===== config.mk =====
export PLATFORM = sky130hd
export DESIGN_NAME = ksmp_mac
export DESIGN_NICKNAME = d
export VERILOG_FILES = /design/src/hw/rtl/ksmp_pkg.sv /design/src/hw/rtl/ksmp_mac.sv
export SDC_FILE = /design/constraint.sdc
export NUM_CORES = 2
export LEC_CHECK = 0
export BUFFER_PORTS_ARGS = -buffer_cell sky130_fd_sc_hd__buf_2
export CORE_UTILIZATION = 60
export CTS_CLUSTER_SIZE = 30
export DETAILED_ROUTE_END_ITERATION = 12
export PLACE_DENSITY_LB_ADDON = 0.15
export SETUP_SLACK_MARGIN = 0.2
export SYNTH_ARGS = -nofsm -noshare
export SYNTH_HDL_FRONTEND = slang
export SYNTH_SLANG_ARGS = --single-unit

===== constraint.sdc =====
create_clock -name i_clk -period 7.8 [get_ports i_clk]
set_clock_uncertainty 0.1 [all_clocks]
set_input_delay 1.56 -clock i_clk [delete_from_list [all_inputs] [get_ports i_clk]]
set_output_delay 1.56 -clock i_clk [all_outputs]
set_load 0.01 [all_outputs]

===== src/hw/rtl/ksmp_pkg.sv =====
`default_nettype none

package ksmp_pkg;

    localparam int MAX_KEYS  = 64;
    localparam int ADDR_W    = $clog2(MAX_KEYS);
    localparam int CNT_W     = $clog2(MAX_KEYS + 1);
    localparam int DATA_W    = 32;
    localparam int FRAC_W    = 16;
    localparam int LP_W      = FRAC_W + 1;
    localparam int DIFF_W    = DATA_W + 1;
    localparam int PROD_W    = DIFF_W + LP_W + 1;
    localparam int CUR_OUT_W = 6;
    localparam int DIV_CNT_W = $clog2(FRAC_W);

    typedef logic [1:0]           t_op;
    typedef logic [ADDR_W-1:0]    t_addr;
    typedef logic [CNT_W-1:0]     t_count;
    typedef logic [LP_W-1:0]      t_lp;
    typedef logic [CUR_OUT_W-1:0] t_cur_out;
    typedef logic [DIV_CNT_W-1:0] t_div_cnt;

    localparam t_op OP_INSERT = 2'd0;
    localparam t_op OP_SAMPLE = 2'd1;
    localparam t_op OP_REWIND = 2'd2;

    localparam t_lp    LP_ONE   = {1'b1, {FRAC_W{1'b0}}};
    localparam t_count KEYS_MAX = t_count'(MAX_KEYS);

    // one stored key: three components and its time
    typedef struct packed {
        logic signed [DATA_W-1:0] x;
        logic signed [DATA_W-1:0] y;
        logic signed [DATA_W-1:0] z;
        logic        [DATA_W-1:0] ts;
    } t_key;

endpackage

`default_nettype wire


===== src/hw/rtl/ksmp_mac.sv =====
`default_nettype none

// a + floor((b - a) * lp / 2^FRAC_W), three register stages, one component per cycle.
module ksmp_mac (
    input  wire logic                               i_clk,
    input  wire logic                               i_rst_n,
    input  wire logic                               i_valid,
    input  wire logic signed [ksmp_pkg::DATA_W-1:0] i_a,
    input  wire logic signed [ksmp_pkg::DATA_W-1:0] i_b,
    input  wire ksmp_pkg::t_lp                      i_lp,
    output logic                                    o_valid,
    output logic signed      [ksmp_pkg::DATA_W-1:0] o_res
);

    logic                                 r_v1, r_v2, r_v3;
    logic signed [ksmp_pkg::DIFF_W-1:0]   r_diff;
    logic signed [ksmp_pkg::DATA_W-1:0]   r_a1, r_a2;
    ksmp_pkg::t_lp                        r_lp1;
    logic signed [ksmp_pkg::PROD_W-1:0]   r_prod;
    logic signed [ksmp_pkg::DATA_W-1:0]   r_res;

    always_ff @(posedge i_clk) begin
        if (!i_rst_n) begin
            r_v1 <= 1'b0;
            r_v2 <= 1'b0;
            r_v3 <= 1'b0;
        end else begin
            r_v1 <= i_valid;
            r_v2 <= r_v1;
            r_v3 <= r_v2;
        end
        r_diff <= {i_b[ksmp_pkg::DATA_W-1], i_b} - {i_a[ksmp_pkg::DATA_W-1], i_a};
        r_a1   <= i_a;
        r_lp1  <= i_lp;
        r_prod <= r_diff * $signed({1'b0, r_lp1});
        r_a2   <= r_a1;
        // arithmetic shift of the product gives the floor
        r_res  <= r_a2 + r_prod[ksmp_pkg::FRAC_W+ksmp_pkg::DATA_W-1:ksmp_pkg::FRAC_W];
    end

    assign o_valid = r_v3;
    assign o_res   = r_res;

endmodule

`default_nettype wire


==> Yosys cells after proc, flatten, opt, wreduce, memory -nomap -nowiden <==
Cells that the tools add are included.
W data, S select, Z words.
{ "totals": {"reg_bits": 197, "wordCells": 12} }
{ "classes": {"add_sub_neg": 2, "multipliers": 1} }
{ "ops": {"columns": ["cell", "count"], "rows": [
  ["$mul A33 B18 Y48", 1],
  ["$sub A32 B32 Y33", 1],
  ["$add A32 B32 Y32", 1]
]} }

==> Longest topological paths before layout <==
{ "depth": {"depth_word": 1, "depth_mapped": 25} }

==> Least setup slack after synthesis <==
OpenSTA, ideal clock, no wires.
{ "synth_path": {"kind": "register to register", "startpoint": "reg r_diff[26] in the netlist's numbering", "endpoint": "reg r_prod[47] in the netlist's numbering", "t_arrival_ns": 5.876, "t_required_ns": 7.570, "setup_slack_ns": 1.694, "path_stages_with_launch": 23, "path_buffers": 1, "period_less_slack_ns": 6.106, "path_cell_list": "dfxtp_1 clkbuf_1 nand2_1 fa_1 fa_1 inv_1 fa_1 fa_1 fa_1 inv_1 fa_1 inv_1 ha_1 a21o_1 a21o_1 a2111oi_2 o31ai_1 a21oi_1 nor2_1 a31oi_4 o211ai_2 a2111oi_2 nor3b_1"} }
{ "synth_between": {"elab_chain_cells": 1} }
{ "synth_rtl": {"columns": ["element", "line", "text"], "rows": [
  ["start: declaration", "ksmp_mac.sv:16", "logic signed [ksmp_pkg::DIFF_W-1:0] r_diff;"],
  ["start signal: assignment", "ksmp_mac.sv:32", "r_diff <= {i_b[ksmp_pkg::DATA_W-1], i_b} - {i_a[ksmp_pkg::DATA_W-1], i_a};"],
  ["$mul A33 B18 Y48", "ksmp_mac.sv:35", "r_prod <= r_diff * $signed({1'b0, r_lp1});"],
  ["end signal: assignment", "ksmp_mac.sv:35", null],
  ["end: declaration", "ksmp_mac.sv:19", "logic signed [ksmp_pkg::PROD_W-1:0] r_prod;"]
]} }
No other way between the ends.
A chain may end at the register's enable or synchronous reset.

==> Worst setup path in the final report <==
{ "layout_path": {"startpoint": "reg r_lp1[10]", "endpoint": "reg r_prod[47] in the netlist's numbering"} }
{ "layout_between": {"elab_chain_cells": 1} }
{ "layout_rtl": {"columns": ["element", "line", "text"], "rows": [
  ["start: declaration", "ksmp_mac.sv:18", "ksmp_pkg::t_lp r_lp1;"],
  ["start signal: assignment", "ksmp_mac.sv:34", "r_lp1 <= i_lp;"],
  ["$mul A33 B18 Y48", "ksmp_mac.sv:35", null]
]} }
No other way between the ends.

==> flow_metrics.tcl <==
set metrics [dict create \
    vias 18000 \
    reg2reg_depth 20 \
    place.gp.congestion 0.923 \
    worst_pin_slew_ns 1.13 \
    io_buffers 116 \
    drv_cap 0 \
    status "finished clean" \
    antenna_cells 0 \
    vias_per_cell 5.40 \
    cts.reportedPaths.clkPinSlew_ns 0.08 \
    ant_nets 0 \
    syn_to_final_growth_pct 6.82 \
    drv_slew 0 \
    cts_root_buf "clkbuf_16" \
    cp.required_ns 8.06 \
    synth-seq-cells 181 \
    fin_tns_setup_ns 0 \
    post_cts_resized 0 \
    totalWireLength_mm 61.5 \
    coreArea_sq_um 41200 \
    final_cell_mix "658 x inv_1, 516 x fa_1, 306 x and2_1" \
    hold_depth 0 \
    grt_overflow 0 \
    reg2reg_to "r_prod[47]" \
    reg2reg_slack_ns 0.87 \
    path_class "reg -> reg" \
    start_kind "flop" \
    final_common_cell "inv_1" \
    endpoint_kind "flop" \
    initial_core_util 0.613 \
    numClockSinks 181 \
    postSynthAreaPerCell_sq_um 9.34 \
    antenna_found_initial 0 \
    synthCells 2704 \
    grt_max_degree 34 \
    syn_nets 3477 \
    dp_hpwl_mm 50.0 \
    drc 0 \
    drt_iter0_markers 1372 \
    worst_ep_arrival_time_ns 7.18 \
    slew_headroom 0.245 \
    postCtsHoldBufs 0 \
    grt_pass1_vias 19500 \
    grt_pass1_wl_mm 101 \
    whs_endpoint "r_a2[19]" \
    clock_path_buffers 2 \
    ys.flop_type "dfxtp_1" \
    fmax_mhz 144 \
    cts_tree "built" \
    drive_above_1_share 0.0694 \
    grt_usage 0.308 \
    firstDrtPassIters 5 \
    die-area_sq_um 42900 \
    hold_violations 0 \
    final_nets 3555 \
    ys_warn_count 0 \
    ys_seq_area_frac 0.143 \
    fin_crit_ns 6.93 \
    fp.dieW_um 207 \
    clock_latency_ns 0.50 \
    yosysUniqueCellTypes 63 \
    cts_setup_buffers 0 \
    rsz0062_at_grt "false" \
    timing.rr.start "r_lp1[10]" \
    io_pins 117 \
    cts_inserted_buffers 17 \
    htreeDepth 4 \
    min_path_type "reg -> reg" \
    crit_fanout 25 \
    synth-edff-count 0 \
    setup_viol 0 \
    synthArstFlopShare 0 \
    fin_crit_sh 0.888 \
    avgRoutedWirePerCell_um 18.5 \
    die_y_um 207 \
    std_cell_rows 74 \
    syn-cell-area_sq_um 25300 \
    worstHoldStart "r_a1[19]" \
]
==> cell usage after synthesis (all sizes together) (19+ instances only) <==
cell	number	share of area
clkbuf	86	0.013
nand3	20	0.0040
fa	516	0.41
a21o	40	0.012
nand2	292	0.043
ha	173	0.086
a21oi	75	0.015
o21ai	41	0.0083
nor2	54	0.0080
and2	306	0.076
inv	658	0.098
dfxtp	181	0.14
xnor2	80	0.028
xor2	19	0.0066
==> worst max-delay path by stage <==
stage | from | endpoint
after floorplan | r_diff[26] | r_prod[47]
after global placement | r_lp1[10] | r_prod[47]
after detailed placement | r_lp1[3] | r_prod[47]
after CTS | r_lp1[10] | r_prod[47]
after global routing | r_lp1[3] | r_prod[47]
final | r_lp1[10] | r_prod[47]
==> state kept, by name (all words and copies together) (netlist names) <==
signal   flops
r_a2        32
r_prod      32
r_lp1       17
r_v1         1
r_v2         1
r_diff      33
o_valid      1
r_a1        32
o_res       32
==> routing by layer <==
| metal | up-vias | global-route usage | share of wire |
|---|---|---|---|
| li1 | 8153 | - | - |
| met1 | 9053 | 0.421 | 0.44 |
| met2 | 675 | 0.471 | 0.45 |
| met3 | 78 | 0.102 | 0.10 |
| met4 | 0 | 0.0862 | 0.018 |
| met5 | - | 0 | 0 |
==> cell families after synthesis <==
kind of cell               Yosys count  synth area share
AOI/OAI and AO/OA                  250            0.0682
xor gates and xnor gates            99            0.0343
adders and majority gates          689             0.495
buffers and inverters              744             0.111
DFF                                181             0.143
muxes                                1          0.000446
and+or+nand+nor                    740             0.148
==> area by class of cell <==
class,instances,area (sq um)
clock inverter,13,139
tap,532,666
inverter,658,2470
timing repair buffer,145,798
fill,3375,14200
clock buffer,19,443
sequential,181,3620
multi-input combinational,1779,18800
==> critical path, cell delays in order (launching register included) <==
cell	delay, ns
dfxtp_1	0.58
buf_4	0.41
nand2_1	0.13
fa_1	0.52
fa_1	0.52
fa_1	0.61
fa_1	0.45
fa_1	0.48
fa_1	0.50
inv_1	0.05
ha_1	0.34
a21oi_1	0.16
o21ai_1	0.12
a211o_1	0.35
o2111ai_2	0.30
a21oi_1	0.11
o21bai_4	0.21
a31oi_4	0.24
o211ai_2	0.16
a2111oi_2	0.32
nor3b_1	0.09
==> through the flow <==
step / util / cell area, sq um / setup WS (ns) / instances / hold slack [ns]
floorplan: - / 25300 / 1.69 / 2704 / 0.210
global placement: 0.641 / 26400 / 1.02 / 3295 / 0.210
detailed placement: 0.641 / 26400 / 0.969 / 3295 / 0.213
CTS: 0.655 / 27000 / 0.909 / 3327 / 0.225
global route: 0.655 / 27000 / 0.611 / 3327 / 0.234
finish: 0.655 / 27000 / 0.874 / 3327 / 0.225
Power is left out: the tool's default activity adds up to more than one toggle a clock period on the data nets, which glitch-free logic cannot reach.
